$ cat src/rtl/mfhc_pkg.sv
// Shared types and constants for the multiplex frame header checker.
// Used by mfhc_classify and mux_frame_header_check; no dependencies.
`default_nettype none

package mfhc_pkg;

  localparam int unsigned ID_LENGTH   = 16;
  localparam int unsigned HEADER_SIZE = ID_LENGTH + 5;
  localparam int unsigned POS_W       = $clog2(HEADER_SIZE + 1);

  localparam logic [31:0] DISC_TYPE_RESET = 32'd2;

  typedef logic [POS_W-1:0] pos_t;

  typedef enum logic [1:0] {
    ROLE_ID      = 2'd0,
    ROLE_TERM    = 2'd1,
    ROLE_TYPE    = 2'd2,
    ROLE_PAYLOAD = 2'd3
  } role_t;

  typedef enum logic [2:0] {
    STATUS_OK           = 3'd0,
    STATUS_TRUNCATED    = 3'd1,
    STATUS_NO_TERM      = 3'd2,
    STATUS_BAD_ID       = 3'd3,
    STATUS_UNKNOWN_TYPE = 3'd4,
    STATUS_DISC_PAYLOAD = 3'd5
  } status_t;

  typedef struct packed {
    logic [7:0] data_byte;
    logic       frame_last;
  } in_beat_t;

  typedef struct packed {
    logic [1:0]  byte_role;
    logic [7:0]  byte_out;
    logic        frame_end;
    logic [2:0]  status;
    logic [31:0] packet_type;
  } out_beat_t;

  typedef struct packed {
    pos_t        pos;
    logic        id_invalid;
    logic        term_bad;
    logic [31:0] type_acc;
    logic        payload_seen;
  } frame_state_t;

endpackage

`default_nettype wire

$ cat src/rtl/mux_frame_header_check.sv
// Top level of the multiplex frame header checker: input register, classifier,
// result register and the disconnect type register. Depends on mfhc_pkg, mfhc_classify.
`default_nettype none

// Takes one frame byte per beat and returns one result beat per byte, with the
// byte's role and, on the beat marked last, the frame status and decoded type.
// Takes one byte per cycle while the output is not stalled; each byte passes through
// the input register, the classifier and the result register to the result.
// Both registers can hold a beat, so input is taken while a result waits until the input register is full.
// Write cfg_wr_data with cfg_wr_en only while no beat is in flight.
module mux_frame_header_check (
  input  logic                clk,
  input  logic                rst_n,
  input  logic                in_valid,
  output logic                in_ready,
  input  mfhc_pkg::in_beat_t  in_beat,
  output logic                out_valid,
  input  logic                out_ready,
  output mfhc_pkg::out_beat_t out_beat,
  input  logic                cfg_wr_en,
  input  logic [31:0]         cfg_wr_data
);
  import mfhc_pkg::*;

  logic         in_valid_r;
  in_beat_t     in_beat_r;
  logic         out_valid_r;
  out_beat_t    out_beat_r;
  frame_state_t state_r;
  frame_state_t state_nxt;
  out_beat_t    result;
  logic [31:0]  disc_type_r;
  logic         advance;

  assign advance   = !out_valid_r || out_ready;
  assign in_ready  = !in_valid_r || advance;
  assign out_valid = out_valid_r;
  assign out_beat  = out_beat_r;

  mfhc_classify u_classify (
    .beat      (in_beat_r),
    .state     (state_r),
    .disc_type (disc_type_r),
    .result    (result),
    .state_nxt (state_nxt)
  );

  always_ff @(posedge clk) begin
    if (!rst_n) begin
      in_valid_r  <= 1'b0;
      out_valid_r <= 1'b0;
      state_r     <= '0;
      disc_type_r <= DISC_TYPE_RESET;
    end else begin
      if (cfg_wr_en) begin
        disc_type_r <= cfg_wr_data;
      end
      if (in_ready) begin
        in_valid_r <= in_valid;
      end
      if (advance) begin
        out_valid_r <= in_valid_r;
        if (in_valid_r) begin
          state_r <= state_nxt;
        end
      end
    end
  end

  always_ff @(posedge clk) begin
    if (in_ready && in_valid) begin
      in_beat_r <= in_beat;
    end
    if (advance && in_valid_r) begin
      out_beat_r <= result;
    end
  end

  a_full_stall_blocks_input: assert property (@(posedge clk) disable iff (!rst_n)
    (in_valid_r && out_valid_r && !out_ready) |-> !in_ready)
    else $error("input accepted while both stages are full and stalled");

  a_frame_close_resets_state: assert property (@(posedge clk) disable iff (!rst_n)
    (advance && in_valid_r && in_beat_r.frame_last) |=> (state_r == '0))
    else $error("frame state not cleared after the last beat");

  a_mid_frame_clean: assert property (@(posedge clk) disable iff (!rst_n)
    (out_valid_r && !out_beat_r.frame_end) |->
      (out_beat_r.status == STATUS_OK && out_beat_r.packet_type == 32'd0))
    else $error("status or type reported before frame end");

  a_truncated_no_type: assert property (@(posedge clk) disable iff (!rst_n)
    (out_valid_r && out_beat_r.frame_end && out_beat_r.status == STATUS_TRUNCATED) |->
      (out_beat_r.packet_type == 32'd0 && out_beat_r.byte_role != ROLE_PAYLOAD))
    else $error("truncated frame reports a type or payload");

endmodule

`default_nettype wire

$ cat src/rtl/mfhc_classify.sv
// Per-beat classification: byte role, frame state update and end-of-frame status.
// Purely combinational; depends on mfhc_pkg.
`default_nettype none

module mfhc_classify (
  input  mfhc_pkg::in_beat_t     beat,
  input  mfhc_pkg::frame_state_t state,
  input  logic [31:0]            disc_type,
  output mfhc_pkg::out_beat_t    result,
  output mfhc_pkg::frame_state_t state_nxt
);
  import mfhc_pkg::*;

  function automatic logic id_char_ok(input logic [7:0] c);
    id_char_ok = (c >= 8'h30 && c <= 8'h39) ||
                 (c >= 8'h41 && c <= 8'h5a) ||
                 (c >= 8'h61 && c <= 8'h7a);
  endfunction

  localparam pos_t ID_POS   = pos_t'(ID_LENGTH);
  localparam pos_t HDR_POS  = pos_t'(HEADER_SIZE);
  localparam pos_t TYPE_POS = pos_t'(ID_LENGTH + 1);

  role_t       role;
  frame_state_t upd;
  logic [1:0]  type_off;
  logic [31:0] shifted;
  status_t     status;

  assign type_off = state.pos[1:0] - TYPE_POS[1:0];

  always_comb begin
    case (type_off)
      2'd0:    shifted = {24'd0, beat.data_byte};
      2'd1:    shifted = {16'd0, beat.data_byte, 8'd0};
      2'd2:    shifted = {8'd0, beat.data_byte, 16'd0};
      default: shifted = {beat.data_byte, 24'd0};
    endcase
  end

  always_comb begin
    upd = state;
    if (state.pos < ID_POS) begin
      role = ROLE_ID;
      if (!id_char_ok(beat.data_byte)) begin
        upd.id_invalid = 1'b1;
      end
    end else if (state.pos == ID_POS) begin
      role = ROLE_TERM;
      upd.term_bad = (beat.data_byte != 8'd0);
    end else if (state.pos < HDR_POS) begin
      role = ROLE_TYPE;
      upd.type_acc = state.type_acc | shifted;
    end else begin
      role = ROLE_PAYLOAD;
      upd.payload_seen = 1'b1;
    end
    if (state.pos < HDR_POS) begin
      upd.pos = state.pos + pos_t'(1);
    end
  end

  always_comb begin
    if (upd.pos < HDR_POS) begin
      status = STATUS_TRUNCATED;
    end else if (upd.term_bad) begin
      status = STATUS_NO_TERM;
    end else if (upd.id_invalid) begin
      status = STATUS_BAD_ID;
    end else if (upd.type_acc > disc_type) begin
      status = STATUS_UNKNOWN_TYPE;
    end else if (upd.type_acc == disc_type && upd.payload_seen) begin
      status = STATUS_DISC_PAYLOAD;
    end else begin
      status = STATUS_OK;
    end
  end

  always_comb begin
    result.byte_role   = role;
    result.byte_out    = beat.data_byte;
    result.frame_end   = beat.frame_last;
    result.status      = STATUS_OK;
    result.packet_type = 32'd0;
    state_nxt          = upd;
    if (beat.frame_last) begin
      result.status = status;
      if (upd.pos >= HDR_POS) begin
        result.packet_type = upd.type_acc;
      end
      state_nxt = '0;
    end
  end

endmodule

`default_nettype wire

$ cat config.mk
export PLATFORM = sky130hd
export DESIGN_NAME = mux_frame_header_check
export DESIGN_NICKNAME = d
export VERILOG_FILES = /design/src/rtl/mfhc_pkg.sv /design/src/rtl/mux_frame_header_check.sv /design/src/rtl/mfhc_classify.sv
export SDC_FILE = /design/constraint.sdc
export NUM_CORES = 1
export LEC_CHECK = 0
export ABC_AREA = 1
export BUFFER_PORTS_ARGS = -buffer_cell sky130_fd_sc_hd__clkbuf_2
export CAP_MARGIN = 20
export CORE_AREA = 2 2 126 128
export DETAILED_ROUTE_END_ITERATION = 10
export DIE_AREA = 0 0 128 130
export PLACE_DENSITY = 0.62
export SLEW_MARGIN = 20
export SYNTH_ARGS = -nofsm -noshare
export SYNTH_HDL_FRONTEND = slang
export SYNTH_HIERARCHICAL = 1
export SYNTH_SLANG_ARGS = --single-unit
$ cat constraint.sdc
create_clock -name clk -period 7.7 [get_ports clk]
set_input_delay 0.77 -clock clk [delete_from_list [all_inputs] [get_ports clk]]
set_output_delay 0.77 -clock clk [all_outputs]
set_load 0.01 [all_outputs]
==> results of run 1 <==
## logic make-up after synthesis
logic type,after synthesis
simple gates,361
buf+inv,207
compound gates,132
flops,129
fa+ha+maj,37
xor+xnor,2
## routing by layer
layer | share of wire (%) | track usage, % | up-vias
li1 | - | - | 2860
met1 | 50 | 28.5 | 2503
met2 | 43 | 30.8 | 160
met3 | 4.8 | 4.88 | 26
met4 | 1.9 | 7.37 | 0
met5 | 0 | 0 | -
## path summary, 6_finish.rpt
check                                     from              to  slack, ns  cells past startpoint
worst max-delay path               state_r[35]    out_beat[32]       4.25                     16
worst min-delay path            disc_type_r[1]  disc_type_r[1]       0.47                      2
worst max register to register     state_r[35]    out_beat[32]       4.25                     16
worst min register to register  disc_type_r[1]  disc_type_r[1]       0.47                      2
## cells in the mapped netlist, types with 4 or more instances
cell / count / area, µm²
a21oi_1: 57 / 285
a31oi_1: 16 / 100
buf_2: 21 / 105
buf_4: 10 / 75.1
buf_6: 11 / 124
clkbuf_1: 5 / 18.8
dfxtp_1: 74 / 1480
edfxtp_1: 55 / 1650
ha_1: 37 / 463
inv_1: 157 / 589
nand2_1: 103 / 387
nand2_2: 4 / 25.0
nand3_1: 57 / 285
nand4_1: 4 / 25.0
nor2_1: 179 / 672
nor2_2: 10 / 62.6
o21ai_0: 49 / 245
## sequential cells by signal, indices dropped and copies added (netlist names)
| signal | flops |
|---|---|
| in_valid_r | 1 |
| out_valid | 1 |
| state_r | 40 |
| in_beat_r | 9 |
| out_beat | 46 |
| disc_type_r | 32 |
## cell type report
type | count | area, µm²
Clock buffer | 23 | 522
Clock inverter | 9 | 90.1
Fill cell | 1550 | 7640
Inverter | 158 | 593
Multi-Input combinational cell | 532 | 2710
Sequential cell | 129 | 3130
Tap cell | 192 | 240
Timing Repair Buffer | 97 | 495
## worst max-delay path, cell delays in order, from the launching register on
cell	delay [ns]
dfxtp_1	0.47
inv_1	0.13
ha_1	0.26
nand3_1	0.13
nand2_1	0.11
nor2_4	0.41
nand2_2	0.22
o21ai_0	0.34
ha_1	0.20
nand2_1	0.07
nor2_1	0.18
nand4_1	0.12
nor2_1	0.19
nand3_1	0.16
nand3_1	0.10
nand2_1	0.05
a21boi_0	0.15
## power breakdown
part	switching [mW]	total [mW]	internal (mW)
clock network	0.311	0.823	0.512
registers	0.0231	0.774	0.751
logic	0.146	0.225	0.0794
total	0.480	1.82	1.34
## layout by cell type (no fill, tap or decap), types with 3 or more instances in the layout
master     synthesis  routed
clkinv_4           0       3
inv_1            157     157
nand2_1          103     103
a31oi_1           16      16
nand2_2            4       4
o21ai_0           49      49
nor2_1           179     179
ha_1              37      37
edfxtp_1          55      55
nand4_1            4       4
nand3_1           57      57
nor2_2            10      10
buf_4             10       4
a21oi_1           57      56
dfxtp_1           74      73
clkbuf_2           2      93
clkbuf_16          0      20
==> impl_metrics.env, run 1 <==
export IMPL_status="finished clean"
export IMPL_htreeDepth=4
export IMPL_tritoncts="done"
export IMPL_place_congestion=0.883
export IMPL_setup_viol=0
export IMPL_start_util_pct=43.8
export IMPL_cts_sinks=129
export IMPL_synth_mux_area_fraction_pct=0
export IMPL_initialDrtViolationCount=467
export IMPL_fmax_mhz=290
export IMPL_stdcell_count=1140
export IMPL_die_y_um=130
export IMPL_arrival_ns=3.72
export IMPL_rows=46
export IMPL_drive_above_1_share_pct=15.8
export IMPL_synth_flop_cell="dfxtp_1"
export IMPL_worst_slew_pin_slew_ns=0.902
export IMPL_ys_seq_area_share_pct=46.4
export IMPL_portBuffers=93
export IMPL_synth_simple_area_share_pct=22.2
export IMPL_vias=5549
export IMPL_path_clk_slew_ns=0.06
export IMPL_grt_pass1_wl_mm=25.8
export IMPL_worstPathMaxFanout=18
export IMPL_hold_path_class="register to register"
export IMPL_dp_cells=1108
export IMPL_maxSlewHeadroom_pct=39.8
export IMPL_synth_compound_area_share_pct=10.6
export IMPL_tns_ns=0
export IMPL_grt_pass1_vias=5004
export IMPL_insertion_delay_ns=0.43
export IMPL_cp_start_kind="register"
export IMPL_synth_avg_cell_area_um2=7.78
export IMPL_cp_end_kind="register"
export IMPL_grt_start_max_net_pins=83
export IMPL_leakage_nw=3.64
export IMPL_syn_area_um2=6750
export IMPL_synth_nets=951
export IMPL_ys_ff_latch=129
export IMPL_min_period_ns=3.45
export IMPL_area_delta_synth_final_pct=15.2
export IMPL_power_density_nw_per_um2=234
export IMPL_min_period_over_period_pct=44.7
export IMPL_cap_violations=0
export IMPL_cts_repair_resized=0
export IMPL_cts_root_buf="clkbuf_16"
export IMPL_crit_type="register to register"
export IMPL_power_total_mw=1.82
export IMPL_finish_utilization_pct=50.4
export IMPL_cts_buffers=17
export IMPL_fin_skew_ns=0.00736
export IMPL_postCtsSetupBuffers=0
export IMPL_synth_top_family_by_area="simple AND/OR/NAND/NOR gates"
export IMPL_viasPerCell=4.87
export IMPL_synth_adder_area_share_pct=6.86
export IMPL_grt_overflow_total=0
export IMPL_ys_warn_count=6
export IMPL_synthDistinctLibCells=31
export IMPL_dpl_cell_area_um2=7170
export IMPL_rsz0062_at_grt="false"
export IMPL_io_pin_count=94
export IMPL_async_flop_share_pct=0
export IMPL_wire_per_inst_um=14.3
export IMPL_dp_hpwl_mm=10.6
export IMPL_die_w_um=128
export IMPL_synth_cells=868
export IMPL_worst_ir_drop_vdd_v=0.000155
export IMPL_core_area_um2=15400
export IMPL_totalWireLength_mm=16.3
export IMPL_synth_edff_count=55
export IMPL_hold_violations=0
export IMPL_clockBufferDepth=2
export IMPL_maxSlewViolCount=0
export IMPL_route_detailed_drc=0
export IMPL_postRouteAntennaNets=0
export IMPL_nets=1018
export IMPL_hold_worst_slack_ns=0.467
export IMPL_cts_hold_fix_buffers=0
export IMPL_grtUsageTotal_pct=20.3
export IMPL_dieArea_um2=16600
export IMPL_antenna_cells_inserted=0
export IMPL_stdcell_area_um2=7780
export IMPL_postLayoutSetupSlackWorst_ns=4.25
export IMPL_post_place_ws_ns=4.34
export IMPL_synth_xor_area_share_pct=0.259
export IMPL_drt_first_pass_iters=5
export IMPL_cp_data_required_time_ns=7.98
export IMPL_antenna_found_initial=0
No activity file was read; power rests on OpenSTA's default activity.
==> run 2: changes to the inputs <==
--- a/config.mk
+++ b/config.mk
@@ -11,7 +11,7 @@
 export CORE_AREA = 2 2 126 128
 export DETAILED_ROUTE_END_ITERATION = 10
 export DIE_AREA = 0 0 128 130
-export PLACE_DENSITY = 0.62
+export PLACE_DENSITY = 0.65
 export SLEW_MARGIN = 20
 export SYNTH_ARGS = -nofsm -noshare
 export SYNTH_HDL_FRONTEND = slang
==> constraint.sdc (replaced) <==
create_clock -name clk -period 3 [get_ports clk]
set_input_delay 0.3 -clock clk [delete_from_list [all_inputs] [get_ports clk]]
set_output_delay 0.3 -clock clk [all_outputs]
set_load 0.01 [all_outputs]
==> run 2 against run 1 <==
Net effect:
- count of clock-buffer cells in the layout decreased by 2
- fmax increased by 26%
- clock power increased to 2.6 times the previous value
- die area unchanged
- sequential power increased to 2.6 times the previous value
- critical endpoint is now out_beat[34]
- first-iteration DRC count increased by 2.1%
- highest routed layer unchanged
- combinational power increased to 2.6 times the previous value
- sequential cell count unchanged
- final area increased by 2.4%
- final cell count increased by 0.53%
==> impl_metrics.env, run 2 (synthesized netlist as in run 1, its figures left out) <==
export IMPL_wire_per_inst_um=14.4
export IMPL_fin_skew_ns=0.00647
export IMPL_post_place_ws_ns=0.152
export IMPL_grt_util_met1_pct=27.8
export IMPL_whs_path_depth=1
export IMPL_totalWireLength_mm=16.5
export IMPL_worst_ir_drop_vdd_v=0.000432
export IMPL_dp_hpwl_mm=11.1
export IMPL_cap_violations=0
export IMPL_r2r_end="out_beat[34]"
export IMPL_grt_start_max_net_pins=82
export IMPL_hold_end="in_beat_r[7]"
export IMPL_arrival_ns=2.91
export IMPL_initialDrtViolationCount=477
export IMPL_start_util_pct=43.8
export IMPL_use_met3_pct=4.84
export IMPL_regArea_um2=3130
export IMPL_cts_buffers=17
export IMPL_tns_ns=0
export IMPL_cp_num_buf_inv=4
export IMPL_grt_pass1_vias=5251
export IMPL_largest_reg_flops=46
export IMPL_crit_family="simple AND/OR/NAND/NOR gates"
export IMPL_final_common_cell="nor2_1"
export IMPL_min_period_over_period_pct=91.1
export IMPL_postLayoutSetupSlackWorst_ns=0.267
export IMPL_postRouteAntennaNets=0
export IMPL_layout_common_cells="nor2_1 (177), inv_1 (157), nand2_1 (102)"
export IMPL_cp_start_kind="register"
export IMPL_die_y_um=130
export IMPL_rows=46
export IMPL_cts_root_buf="clkbuf_16"
export IMPL_hp_start="in_beat[7]"
export IMPL_cp_end_kind="register"
export IMPL_insertion_delay_ns=0.42
export IMPL_core_area_um2=15400
export IMPL_use_met2_pct=34.0
export IMPL_slowest_delay_ns=0.31
export IMPL_power_density_nw_per_um2=594
export IMPL_route_detailed_drc=0
export IMPL_grtUsageTotal_pct=20.7
export IMPL_path_clk_slew_ns=0.06
export IMPL_crit_type="register to register"
export IMPL_power_total_mw=4.73
export IMPL_antenna_cells_inserted=0
export IMPL_die_w_um=128
export IMPL_multi_input_area_um2=2810
export IMPL_setup_viol=0
export IMPL_nets=1025
export IMPL_tritoncts="done"
export IMPL_drt_first_pass_iters=5
export IMPL_nFillCells=1505
export IMPL_min_period_ns=2.73
export IMPL_io_pin_count=94
export IMPL_r2r_start="state_r[36]"
export IMPL_status="finished clean"
export IMPL_reg2reg_slack_ns=0.27
export IMPL_fmax_mhz=366
export IMPL_busiest_layer="met2"
export IMPL_grt_pass1_wl_mm=26.8
export IMPL_cp_data_required_time_ns=3.17
export IMPL_grt_overflow_total=0
export IMPL_maxSlewViolCount=0
export IMPL_maxSlewHeadroom_pct=43.6
export IMPL_dieArea_um2=16600
export IMPL_hold_path_class="primary input to register"
export IMPL_path_cells="inv_1, ha_1, nand3_1, nand2_2, nor2_4, buf_4, a31oi_2, inv_1, ha_1, nand2_1, nor2_1, nand4_1, nor2_2, buf_4, nand3_1, nand2_1, nor2_1"
export IMPL_drive_above_1_share_pct=17.8
export IMPL_vias=5625
export IMPL_hold_violations=0
export IMPL_viasPerCell=4.91
export IMPL_leakage_nw=3.69
export IMPL_reg2reg_depth=17
export IMPL_antenna_found_initial=0
export IMPL_finish_utilization_pct=51.6
export IMPL_clockBufferDepth=2
export IMPL_worstPathMaxFanout=12
export IMPL_place_congestion=0.847
export IMPL_area_delta_synth_final_pct=18.0
export IMPL_htreeDepth=4
export IMPL_cts_sinks=129
export IMPL_slowest_stage="dfxtp_1"
export IMPL_portBuffers=93
export IMPL_worst_slew_pin_slew_ns=0.846
run 2: worst max path at each step:
stage / from / to / slack [ns] / depth (start not counted)
after floorplan: state_r[35] / out_beat[34] / 0.42 / 17
after global placement: state_r[35] / out_beat[32] / 0.26 / 17
after detailed placement: state_r[35] / out_beat[32] / 0.15 / 17
after CTS: state_r[35] / out_beat[32] / 0.12 / 17
after global routing: state_r[36] / out_beat[32] / -0.02 / 16
final: state_r[36] / out_beat[34] / 0.27 / 17
run 2: worst reg2reg max path: stages (launching register included):
cell and delay [ns]:
dfxtp_1 0.31, inv_1 0.09, ha_1 0.20, nand3_1 0.14
nand2_2 0.12, nor2_4 0.05, buf_4 0.21, a31oi_2 0.23
inv_1 0.07, ha_1 0.30, nand2_1 0.07, nor2_1 0.13
nand4_1 0.12, nor2_2 0.15, buf_4 0.13, nand3_1 0.07
nand2_1 0.07, nor2_1 0.03
run 2: where the power goes:
part	total (mW)	switching [mW]	leakage (nW)	internal, mW
Clock	2.14	0.747	0.294	1.39
Sequential	2.00	0.0726	1.16	1.93
Combinational	0.591	0.372	2.24	0.218
run 2: per-stage QoR:
step / cell area, µm² / cells / hold WS [ns]
after floorplan: 6760 / 868 / 0.399
after global placement: 7240 / 1114 / 0.450
after detailed placement: 7240 / 1114 / 0.467
after CTS: 7850 / 1145 / 0.0464
after global routing: 7970 / 1146 / 0.0486
final: 7970 / 1146 / 0.0585
run 2: cell type report:
| class | count | share of cell area [%] |
|---|---|---|
| Multi-Input combinational cell | 532 | 35.3 |
| Clock buffer | 21 | 6.06 |
| Tap cell | 192 | 3.02 |
| Clock inverter | 10 | 1.65 |
| Sequential cell | 129 | 39.3 |
| Inverter | 158 | 7.44 |
| Timing Repair Buffer | 104 | 7.19 |
run 2: what timing repair did:
item | in CTS | in global routing
buffers inserted | 0 | 1
gates resized for setup | 0 | 19
endpoints found under the hold margin | 0 | 0
hold buffers | 0 | 0
setup endpoints to repair | 0 | 2
run 2: layer usage:
layer,part of all wire [%],up-vias
met4,1.5,0
met5,0,-
li1,-,2879
met1,47,2558
met2,46,171
met3,6.0,17
